[config.mk]
export PLATFORM = sky130hd
export DESIGN_NAME = svri_control
export DESIGN_NICKNAME = d
export VERILOG_FILES = /design/src/design/svri_pkg.sv /design/src/design/svri_control.sv
export VERILOG_INCLUDE_DIRS = /design/src /design/src/design
export SDC_FILE = /design/constraint.sdc
export NUM_CORES = 1
export LEC_CHECK = 0
export ABC_AREA = 1
export BUFFER_PORTS_ARGS = -buffer_cell sky130_fd_sc_hd__buf_4
export CAP_MARGIN = 20
export CORE_MARGIN = 5
export CORE_UTILIZATION = 38
export CTS_BUF_LIST = sky130_fd_sc_hd__clkbuf_16
export CTS_CLUSTER_DIAMETER = 80
export DETAILED_ROUTE_END_ITERATION = 12
export SLEW_MARGIN = 20
export SYNTH_ARGS = -nofsm -noshare
export SYNTH_HDL_FRONTEND = slang
export SYNTH_SLANG_ARGS = --single-unit
[constraint.sdc]
create_clock -name clock -period 1.62 [get_ports clock]
set_input_delay 0.324 -clock clock [delete_from_list [all_inputs] [get_ports clock]]
set_output_delay 0.324 -clock clock [all_outputs]
set_load 0.01 [all_outputs]
[src/design/slab_volume_ray_intersect_top_defines.svh]
// Assertion helpers for the slab volume control module.
// Each macro expands to one labeled concurrent assertion on clock, gated by reset.
`ifndef SLAB_VOLUME_RAY_INTERSECT_TOP_DEFINES_SVH
`define SLAB_VOLUME_RAY_INTERSECT_TOP_DEFINES_SVH

// same-cycle implication
`define SVRI_ASSERT_IMP(lbl, ante, cons, msg) \
   lbl: assert property (@(posedge clock) disable iff (reset) (ante) |-> (cons)) \
      else $error(msg);

// next-cycle implication
`define SVRI_ASSERT_NXT(lbl, ante, cons, msg) \
   lbl: assert property (@(posedge clock) disable iff (reset) (ante) |=> (cons)) \
      else $error(msg);

`endif

[src/design/svri_pkg.sv]
`default_nettype none

package svri_pkg;

   localparam logic [1:0] OP_CLEAR = 2'd0;
   localparam logic [1:0] OP_WIDEN = 2'd1;
   localparam logic [1:0] OP_RAY   = 2'd2;

   localparam logic [1:0] MODE_NEAR = 2'd1;
   localparam logic [1:0] MODE_EDGE = 2'd2;

   localparam logic signed [31:0] Q_MAX = 32'sh7fff_ffff;
   localparam logic signed [31:0] Q_MIN = 32'sh8000_0000;

   // sqrt(3)/3 in Q16.16
   localparam logic signed [32:0] DIAG_K = 33'sd37837;
   localparam logic [30:0] EDGE_RESET = 31'd26214;
   localparam logic [2:0] AXES = 3'd3;

   typedef enum logic [1:0] {
      SRC_O = 2'd0,
      SRC_D = 2'd1,
      SRC_P = 2'd2
   } src_type;

   typedef struct packed {
      logic       cap;
      logic       clear;
      logic       widen;
      logic [2:0] idx;
      logic       dot_go;
      src_type    dot_src;
      logic       load_on;
      logic       load_dn;
      logic       div_start;
      logic       div_far;
      logic       div_step;
      logic       load_tn;
      logic       upd;
      logic       pmul_go;
      logic [1:0] pmul_comp;
      logic       p_load;
      logic [1:0] pload_comp;
      logic       sel_t;
      logic       cnt_clr;
      logic       chk;
      logic       res_basic;
      logic       res_edge;
      logic       res_miss;
      logic       out_load;
   } cmd_type;

   typedef struct packed {
      logic edge_mode;
      logic range_ok;
      logic edge_now;
   } status_type;

   // diagonal normals (+,+,+), (-,+,+), (-,-,+), (+,-,+), before scaling
   function automatic logic signed [34:0] diag_sum(input logic [2:0] i,
                                                   input logic signed [31:0] x,
                                                   input logic signed [31:0] y,
                                                   input logic signed [31:0] z);
      logic signed [34:0] sx;
      logic signed [34:0] sy;
      logic signed [34:0] sz;
      sx = 35'(x);
      sy = 35'(y);
      sz = 35'(z);
      case (i)
         3'd4: sx = -sx;
         3'd5: begin
            sx = -sx;
            sy = -sy;
         end
         3'd6: sy = -sy;
         default: ;
      endcase
      return sx + sy + sz;
   endfunction

   function automatic logic signed [31:0] axis_comp(input logic [2:0] i,
                                                    input logic signed [31:0] x,
                                                    input logic signed [31:0] y,
                                                    input logic signed [31:0] z);
      case (i)
         3'd0: return x;
         3'd1: return y;
         default: return z;
      endcase
   endfunction

endpackage

`default_nettype wire

[src/design/svri_control.sv]
`default_nettype none

module svri_control #(
   parameter int SLABS = 7
) (
   input  wire logic                 clock,
   input  wire logic                 reset,
   input  wire logic                 req_valid,
   output logic                      req_ready,
   input  wire logic [1:0]           req_opcode,
   output logic                      rsp_valid,
   input  wire logic                 rsp_ready,
   input  wire svri_pkg::status_type st,
   output svri_pkg::cmd_type         cmd
);

`include "slab_volume_ray_intersect_top_defines.svh"

   localparam logic [2:0] LAST = 3'(SLABS - 1);

   typedef enum logic [14:0] {
      ST_IDLE   = 15'h0001,
      ST_WIDEN  = 15'h0002,
      ST_DOTO   = 15'h0004,
      ST_DOTD   = 15'h0008,
      ST_DEN    = 15'h0010,
      ST_DSN    = 15'h0020,
      ST_DIVN   = 15'h0040,
      ST_DSF    = 15'h0080,
      ST_DIVF   = 15'h0100,
      ST_UPD    = 15'h0200,
      ST_DECIDE = 15'h0400,
      ST_PMUL   = 15'h0800,
      ST_EDOT   = 15'h1000,
      ST_ECHK   = 15'h2000,
      ST_DONE   = 15'h4000
   } state_type;

   state_type  state_ff, state_in;
   logic [2:0] idx_ff, idx_in;
   logic [4:0] step_ff, step_in;
   logic [1:0] k_ff, k_in;
   logic       sel_ff, sel_in;
   logic       rsp_valid_ff;
   logic       accept;

   assign req_ready = (state_ff == ST_IDLE);
   assign accept    = req_valid && req_ready;
   assign rsp_valid = rsp_valid_ff;

   always_comb begin
      state_in = state_ff;
      idx_in   = idx_ff;
      step_in  = step_ff;
      k_in     = k_ff;
      sel_in   = sel_ff;
      cmd      = '0;
      cmd.idx  = idx_ff;
      cmd.sel_t = sel_ff;
      cmd.dot_src = svri_pkg::SRC_O;
      case (state_ff)
         ST_IDLE: begin
            if (accept) begin
               cmd.cap = 1'b1;
               case (req_opcode)
                  svri_pkg::OP_CLEAR: cmd.clear = 1'b1;
                  svri_pkg::OP_WIDEN: state_in = ST_WIDEN;
                  svri_pkg::OP_RAY: begin
                     idx_in   = '0;
                     state_in = ST_DOTO;
                  end
                  default: ;
               endcase
            end
         end
         ST_WIDEN: begin
            cmd.widen = 1'b1;
            state_in  = ST_IDLE;
         end
         ST_DOTO: begin
            cmd.dot_go = 1'b1;
            state_in   = ST_DOTD;
         end
         ST_DOTD: begin
            cmd.load_on = 1'b1;
            cmd.dot_go  = 1'b1;
            cmd.dot_src = svri_pkg::SRC_D;
            state_in    = ST_DEN;
         end
         ST_DEN: begin
            cmd.load_dn = 1'b1;
            state_in    = ST_DSN;
         end
         ST_DSN: begin
            cmd.div_start = 1'b1;
            step_in       = '0;
            state_in      = ST_DIVN;
         end
         ST_DIVN, ST_DIVF: begin
            cmd.div_step = 1'b1;
            step_in      = step_ff + 5'd1;
            if (step_ff == 5'd31) begin
               state_in = (state_ff == ST_DIVN) ? ST_DSF : ST_UPD;
            end
         end
         ST_DSF: begin
            cmd.load_tn   = 1'b1;
            cmd.div_start = 1'b1;
            cmd.div_far   = 1'b1;
            step_in       = '0;
            state_in      = ST_DIVF;
         end
         ST_UPD: begin
            cmd.upd = 1'b1;
            if (idx_ff == LAST) begin
               idx_in   = '0;
               state_in = ST_DECIDE;
            end else begin
               idx_in   = idx_ff + 3'd1;
               state_in = ST_DOTO;
            end
         end
         ST_DECIDE: begin
            if (!st.edge_mode) begin
               cmd.res_basic = 1'b1;
               state_in      = ST_DONE;
            end else if (st.range_ok) begin
               cmd.cnt_clr = 1'b1;
               sel_in      = 1'b0;
               k_in        = '0;
               state_in    = ST_PMUL;
            end else begin
               cmd.res_miss = 1'b1;
               state_in     = ST_DONE;
            end
         end
         ST_PMUL: begin
            // multiply one component while the previous one is saturated
            cmd.pmul_go    = (k_ff != 2'd3);
            cmd.pmul_comp  = k_ff;
            cmd.p_load     = (k_ff != 2'd0);
            cmd.pload_comp = k_ff - 2'd1;
            k_in           = k_ff + 2'd1;
            if (k_ff == 2'd3) begin
               idx_in   = '0;
               state_in = ST_EDOT;
            end
         end
         ST_EDOT: begin
            cmd.dot_go  = 1'b1;
            cmd.dot_src = svri_pkg::SRC_P;
            state_in    = ST_ECHK;
         end
         ST_ECHK: begin
            if (st.edge_now) begin
               cmd.res_edge = 1'b1;
               state_in     = ST_DONE;
            end else begin
               cmd.chk = 1'b1;
               if (idx_ff != LAST) begin
                  idx_in   = idx_ff + 3'd1;
                  state_in = ST_EDOT;
               end else if (!sel_ff) begin
                  sel_in      = 1'b1;
                  k_in        = '0;
                  cmd.cnt_clr = 1'b1;
                  state_in    = ST_PMUL;
               end else begin
                  cmd.res_miss = 1'b1;
                  state_in     = ST_DONE;
               end
            end
         end
         ST_DONE: begin
            if (!rsp_valid_ff || rsp_ready) begin
               cmd.out_load = 1'b1;
               state_in     = ST_IDLE;
            end
         end
         default: state_in = ST_IDLE;
      endcase
   end

   always_ff @(posedge clock) begin
      if (reset) begin
         state_ff     <= ST_IDLE;
         idx_ff       <= '0;
         step_ff      <= '0;
         k_ff         <= '0;
         sel_ff       <= 1'b0;
         rsp_valid_ff <= 1'b0;
      end else begin
         state_ff <= state_in;
         idx_ff   <= idx_in;
         step_ff  <= step_in;
         k_ff     <= k_in;
         sel_ff   <= sel_in;
         if (cmd.out_load) begin
            rsp_valid_ff <= 1'b1;
         end else if (rsp_ready) begin
            rsp_valid_ff <= 1'b0;
         end
      end
   end

   `SVRI_ASSERT_IMP(a_no_overwrite, cmd.out_load, !rsp_valid_ff || rsp_ready, "result overwritten")
   `SVRI_ASSERT_NXT(a_ray_busy, accept && req_opcode == svri_pkg::OP_RAY, !req_ready, "ray not started")
   `SVRI_ASSERT_IMP(a_idx_range, cmd.dot_go || cmd.upd || cmd.chk, 32'(idx_ff) < SLABS, "slab index out of range")

endmodule

`default_nettype wire

---- Word level (Yosys, flattened, before mapping) ----
Index checks and enable logic that the tools add are counted.
word-level totals
  memory bits (read-only) ................. 0
  RAM bits ................................ 0
  input bits .............................. 9
  output and inout port bits .............. 31
  memories ................................ 0
  logic and storage cells ................. 127
  latch bits .............................. 0
  register bits ........................... 27
cells by class
  reduce and logical (&&, ||, !) cells .... 17
  $add $sub $neg .......................... 4
  div/mod/pow operators ................... 0
  shifts and indexed selects .............. 0
  $lt $le $gt $ge ......................... 0
  bitwise gates (word level) .............. 0
  mux-type cells .......................... 66
  multipliers ............................. 0
  equality and inequality tests ........... 34
operator list
  cell                                              count
  one-hot mux 15 bit (13 select lines)              1
  two-way mux 15 bit                                9
  two-way mux 1 bit                                 31
  one-hot mux 15 bit (2 select lines)               1
  != test 2 bit (second input constant)             10
  two-way mux 3 bit                                 6
  two-way mux 2 bit                                 8
  == test 15 x 1 -> 1 bit (second input constant)   1
  == test 15 x 10 -> 1 bit (second input constant)  1
  == test 15 x 11 -> 1 bit (second input constant)  1
  == test 15 x 12 -> 1 bit (second input constant)  1
  == test 15 x 13 -> 1 bit (second input constant)  1
  == test 15 x 14 -> 1 bit (second input constant)  1
  == test 15 bit (second input constant)            1
  == test 15 x 2 -> 1 bit (second input constant)   1
  == test 15 x 3 -> 1 bit (second input constant)   1
  == test 15 x 4 -> 1 bit (second input constant)   1
  == test 15 x 5 -> 1 bit (second input constant)   1
  == test 15 x 6 -> 1 bit (second input constant)   1
  == test 15 x 7 -> 1 bit (second input constant)   1
  == test 15 x 8 -> 1 bit (second input constant)   1
  == test 15 x 9 -> 1 bit (second input constant)   1
  one-hot mux 3 bit (4 select lines)                1
  AND reduction 6 bit                               2
  other kinds (28)                                  37

---- Longest topological paths before layout ----
Gate-level depths: netlist of run 1.
  word-level depth ........................ 5
  depth in mapped cells ................... 13
  depth with buffers taken out ............ 12

---- Worst setup path before layout of run 1 ----
No wires, ideal clock.
  kind .................................... register to output
  from .................................... register state_ff[4]
  to ...................................... output port cmd[27] (netlist name)
  path slack .............................. 43 ps
  data arrival time ....................... 1253 ps
  required time ........................... 1296 ps
  stages on the path, launching flop included .. 6
  cells stage by stage .................... dfxtp_1 nor2_4 nand2_4 nor2_1 nand2_2 nor4_1
RTL lines
  item                    line                 RTL
  from (decl)             svri_control.sv:39   state_type state_ff, state_in;
  from (signal assigned)  svri_control.sv:193  state_ff <= state_in;
  to (decl)               svri_control.sv:14   output svri_pkg::cmd_type cmd

==> results of run 1 <==
-- critical path, cell delays in order, from the launching register on --
cell     delay, ns
dfxtp_2       0.35
nor2_4        0.14
nand2_4       0.09
nor2_8        0.16
buf_12        0.13
nand2_4       0.05
nor2_4        0.12
a32o_1        0.17
buf_4         0.11
-- power groups by stage --
stage / registers [mW] / logic [mW] / clock network, mW
after detailed placement: 0.898 / 2.43 / 0
final: 0.925 / 3.87 / 0.612
after global placement: 0.896 / 2.40 / 0
after floorplan: 0.907 / 1.66 / 0
after CTS: 0.913 / 3.23 / 0.608
after global routing: 0.944 / 4.13 / 0.632
-- layout make-up --
cell class	count	area, um2
sequential	27	569
fill	400	1600
clock inverter	1	7.51
clock buffer	3	75.1
multi-input combinational	199	1610
timing repair buffer	107	946
tap	70	87.6
inverter	54	213
-- final timing paths --
check,from,to,slack [ns],cells after the start
max,state_ff[7],cmd[1],-0.29,8
min reg2reg,k_ff[1],k_ff[1],0.49,2
min,reset,state_ff[9],0.33,2
max reg2reg,state_ff[7],state_ff[11],-0.24,15
-- placed cells by master, fill, tap and decap left out, types with 4 or more instances in the layout --
cell / synthesis / routed
a21oi_1: 10 / 7
a21oi_2: 1 / 4
buf_4: 3 / 76
buf_6: 2 / 28
dfxtp_1: 27 / 12
dfxtp_2: 0 / 11
dfxtp_4: 0 / 4
ha_1: 6 / 6
inv_1: 48 / 28
inv_2: 6 / 22
inv_4: 0 / 4
nand2_1: 43 / 31
nand2_2: 5 / 13
nand2_4: 10 / 11
nand2_8: 2 / 5
nand3_1: 30 / 13
nand3_2: 1 / 12
nand3_4: 2 / 8
nor2_1: 46 / 29
nor2_2: 5 / 8
nor2_4: 7 / 21
nor3_1: 12 / 4
nor3_2: 0 / 5
-- metrics by stage --
step | util, % | hold WS [ns] | power, mW | instance area [um2] | setup slack, ns
after floorplan | - | 0.444 | 2.57 | 2000 | 0.0431
after global placement | 49.5 | 0.458 | 3.29 | 2530 | -0.0401
after detailed placement | 49.5 | 0.469 | 3.32 | 2530 | -0.0699
after CTS | 61.8 | 0.320 | 4.76 | 3150 | -0.309
after global routing | 68.6 | 0.337 | 5.71 | 3500 | -0.356
final | 68.6 | 0.330 | 5.41 | 3500 | -0.289
-- registers in the layout (all words and copies together), names as in the netlist --
| signal | flops |
|---|---|
| idx_ff | 3 |
| state_ff | 15 |
| sel_ff | 1 |
| rsp_valid | 1 |
| step_ff | 5 |
| k_ff | 2 |
-- per-layer routing --
metal | vias to the layer above | global-route usage, %
met5 | - | 0
met1 | 1066 | 23.6
met4 | 0 | 6.54
li1 | 1109 | -
met3 | 21 | 2.28
met2 | 62 | 32.7
-- timing repair --
item	in CTS	in global routing
resized for setup	95	71
setup endpoints to repair	40	50
pin swaps	22	29
setup buffers	29	15
hold endpoints to repair	0	0
-- logic make-up (layout without fill, tap and decap cells) --
kind of cell	Yosys count	after routing	share of synthesized area, %
DFF	27	27	27.1
and+or+nand+nor	171	171	48.5
AOI/OAI and AO/OA	21	21	6.64
adders and majority gates	6	6	3.76
buffers and inverters	61	165	13.6
xor gates and xnor gates	1	1	0.438
==> run metrics, run 1 <==
status=complete, but fails checks; failing checks=setup timing; Highest Signal Layer=met4; Die H=82.5 um; Fin. Hold Viols=0; drt first pass iters=4; sw power=2.56 mW; Fmax=524 MHz; CTS tree=done; Logic pwr share=71.6%; fraction of layout cells with a size suffix above 1=63.9%; unrepaired setup endpoints after global routing=yes; # setup viols final=47; Clk Latency, worst-skew pair=0.27 ns; Synth async-reset ratio=0%; synth-to-layout area growth=75.4%; P_leak=1.65 nW; core area=5110 um2; most common cell in the netlist=inv_1; Residual DRC=0; Hold WC Path Type=in2reg; GPL Wtd Cong=0.797; EDFF count, synth=0; Final min period=1.91 ns; GRT Util Overall=18.7%; DR vias/cell=4.90; Row Count=26; I/O pins=40; Final Max Tran Viols=0; Hold Buf Count CTS=0; CTS root buffer=clkbuf_16; Iteration-0 DRC Markers=107; Worst EP required=1.30 ns; crit end category=primary output; vias in the first global route=2180; ant diodes=0; Synth Instances=287; initial antenna violation count=0; CTS max path bufs=2; die area=6810 um2; synth cell count leaders=48 x inv_1, 46 x nor2_1, 43 x nand2_1; synth warn=0; clock share of power=11.3%; GRT overflow=0; DRT Wirelength=6.51 mm; Setup crit start kind=flip-flop; Placed Instances=415; met3 routed WL=212 um; CP Class=reg2out; Synth Flop Type=dfxtp_1; Tcrit/Tclk final=118%; Port Buffers=39; hpwl dp=3.89 mm; max-capacitance violation count=0; pin count of the biggest net entering global routing=17; Synth area leader=dfxtp_1; Post-Syn Area=2000 um2; TritonCTS buffer count=3; metal2 WL=3.39 mm; Starting Density=39.1%; CP max FO=4; depth of the CTS H-tree=1; Peak VDD IR=1.16 mV; top post-synthesis cells by area=dfxtp_1 27%, inv_1 9.0%, nor2_1 8.6%; Seq pwr share=17.1%; Slew @ Worst Pin=0.385 ns; Non-Filler Instances=461; wire length on met1=2.73 mm; Sw Share=47.3%; # nets final=407; Final ANT Viol Nets=0; CTS Sinks=27; die width=82.5 um; first-pass GRT wire length=9.89 mm; Clock transition at path regs=0.08 ns; PD cells=1540 nW/um2; Yosys reg bits=27; design internal power=2.85 mW; Worst Slack Setup Final=-0.289 ns; synthesized net count=302; CP Data Arrival Time=1.58 ns; Synth top area share=27.1%; Clock Skews=0.00454 ns; worst rel slew slack=74.0%; Seq/Total Area, Yosys=27.1%; syn_area_per_cell=6.96 um2; Yosys cell types=35; total number of vias=2258; final setup TNS=-7.02 ns; WL/cell=14.1 um
(Power assumes the default switching activity.)
==> run 2: changes to the inputs <==
--- a/config.mk
+++ b/config.mk
@@ -12,5 +12,4 @@
 export CORE_MARGIN = 5
 export CORE_UTILIZATION = 38
-export CTS_BUF_LIST = sky130_fd_sc_hd__clkbuf_16
 export CTS_CLUSTER_DIAMETER = 80
 export DETAILED_ROUTE_END_ITERATION = 12
==> constraint.sdc (replaced) <==
create_clock -name clock -period 1.62 [get_ports clock]
set_input_delay 0.162 -clock clock [delete_from_list [all_inputs] [get_ports clock]]
set_output_delay 0.162 -clock clock [all_outputs]
set_load 0.01 [all_outputs]
==> run 2 against run 1 <==
The run still ends with setup timing left. Clock-buffer cell count stayed put. Cell count is 0.43% lower. Power is 1.0% lower. Setup slack better by 0.084 ns. Clock skew is 0.0013 ns higher. Via count is 2.5% lower. Combinational power is 4% higher. Flip-flop and latch count stayed put.
==> run metrics, run 2 (same netlist as run 1, synthesis figures left out) <==
WL/cell=14.2 um; first-pass GRT wire length=8.88 mm; Tcrit/Tclk final=113%; CP Class=reg2out; fraction of layout cells with a size suffix above 1=64.3%; Slew @ Worst Pin=0.551 ns; core area=5110 um2; FF-to-FF path depth=16; number of flip-flops in the largest register=15; pin count of the biggest net entering global routing=16; Setup crit start kind=flip-flop; crit end category=primary output; unrepaired setup endpoints after global routing=yes; Fin. Hold Viols=0; GRT Util Overall=16.9%; depth of the CTS H-tree=1; GPL Wtd Cong=0.802; ant diodes=0; hpwl dp=3.83 mm; Worst EP required=1.46 ns; Clock Skews=0.00587 ns; Finished Cell Area=3490 um2; drt first pass iters=4; Clk Latency, worst-skew pair=0.29 ns; # nets final=405; Hold WC Path Type=in2reg; TritonCTS buffer count=3; Final Max Tran Viols=0; CP Data Arrival Time=1.66 ns; die width=82.5 um; commonest non-fill, non-tap cell in the layout=buf_4; P_leak=1.62 nW; Cell Chain, Critical Path=nor2_4 -> nand2_4 -> nor2_8 -> buf_12 -> buf_12 -> nand2_8 -> nor2_2 -> a32o_1 -> buf_4; Iteration-0 DRC Markers=100; GRT overflow=0; Hold Buf Count CTS=0; Critical path buffers and inverters=3; Residual DRC=0; hold depth=2; Top reg by flops=state_ff; top flop regs=state_ff: 15 flops, step_ff: 5 flops, idx_ff: 3 flops; Peak VDD IR=1.38 mV; Final min period=1.82 ns; vias in the first global route=2011; Max stage delay cell, worst path=dfxtp_2; Fmax=548 MHz; Final ANT Viol Nets=0; Starting Density=39.1%; Worst Slack Setup Final=-0.205 ns; synth-to-layout area growth=74.6%; CP max FO=4; CTS Sinks=27; Clock transition at path regs=0.11 ns; crit-path max cell delay=0.35 ns; I/O pins=40; Row Count=26; die area=6810 um2; max-capacitance violation count=0; DR vias/cell=4.80; Top cell by count, worst path=buf_12; CTS max path bufs=2; Final Util=68.3%; commonest non-fill, non-tap cells in the layout=69 x buf_4, 32 x buf_6, 30 x inv_1, 29 x nand2_1, 24 x nor2_1; total number of vias=2202; worst rel slew slack=62.7%; DRT Wirelength=6.51 mm; status=complete, but fails checks; CTS root buffer=clkbuf_8; Port Buffers=39; # setup viols final=48; Die H=82.5 um; CTS tree=done; initial antenna violation count=0; placed cell area=2480 um2; PD cells=1530 nW/um2; Top delay family on crit path=simple AND/OR/NAND/NOR gates; failing checks=setup timing; Stages on worst setup path=9
[run 2: cell types whose count changed in the layout (fill, tap and decap cells not counted), sizes merged]
cell	delta
buf	-2
clkinv	+2
inv	-2
[run 2: final cells by class]
class	count	area, um2
Clock buffer	3	41.3
Clock inverter	1	5.00
Fill cell	398	1620
Inverter	54	221
Multi-Input combinational cell	199	1600
Sequential cell	27	577
Tap cell	70	87.6
Timing Repair Buffer	105	958
[run 2: repair_timing]
action                     in CTS  in global routing
setup endpoints to repair      39                 45
setup buffers                  22                 30
pin swaps                      20                 28
resized for setup              56                121
[run 2: metal layers]
metal  track usage, %  up-vias  routed length [um]  share of wire, %
met5                0        -                   0                 0
met4             7.84        0                 223               3.4
met3             2.28       20                 203               3.1
met2             29.1       48                3340                51
met1             20.8     1035                2740                42
li1                 -     1099                   -                 -
[run 2: path summary, 6_finish.rpt]
check	from	endpoint	slack (ns)
max	state_ff[1]	cmd[1]	-0.20
max reg2reg	state_ff[6]	state_ff[14]	-0.17
min	reset	state_ff[12]	0.13
min reg2reg	step_ff[1]	step_ff[1]	0.48
[run 2: where the power goes]
| group | internal [mW] | switching [mW] |
|---|---|---|
| logic | 1.88 | 2.14 |
| clock network | 0.174 | 0.247 |
| registers | 0.804 | 0.114 |
| total | 2.86 | 2.50 |
[run 2: stage by stage]
step | total power [mW] | setup TNS (ns) | hold slack [ns] | instances | setup WS [ns]
2_1_floorplan | 2.57 | 0 | 0.328 | 287 | 0.157
3_3_place_gp | 3.38 | 0 | 0.432 | 408 | 0.0199
3_5_place_dp | 3.39 | -0.0772 | 0.436 | 408 | -0.0235
4_1_cts | 4.34 | -1.15 | 0.122 | 433 | -0.165
5_1_grt | 5.70 | -8.36 | 0.120 | 459 | -0.283
6_report | 5.35 | -4.64 | 0.129 | 459 | -0.205
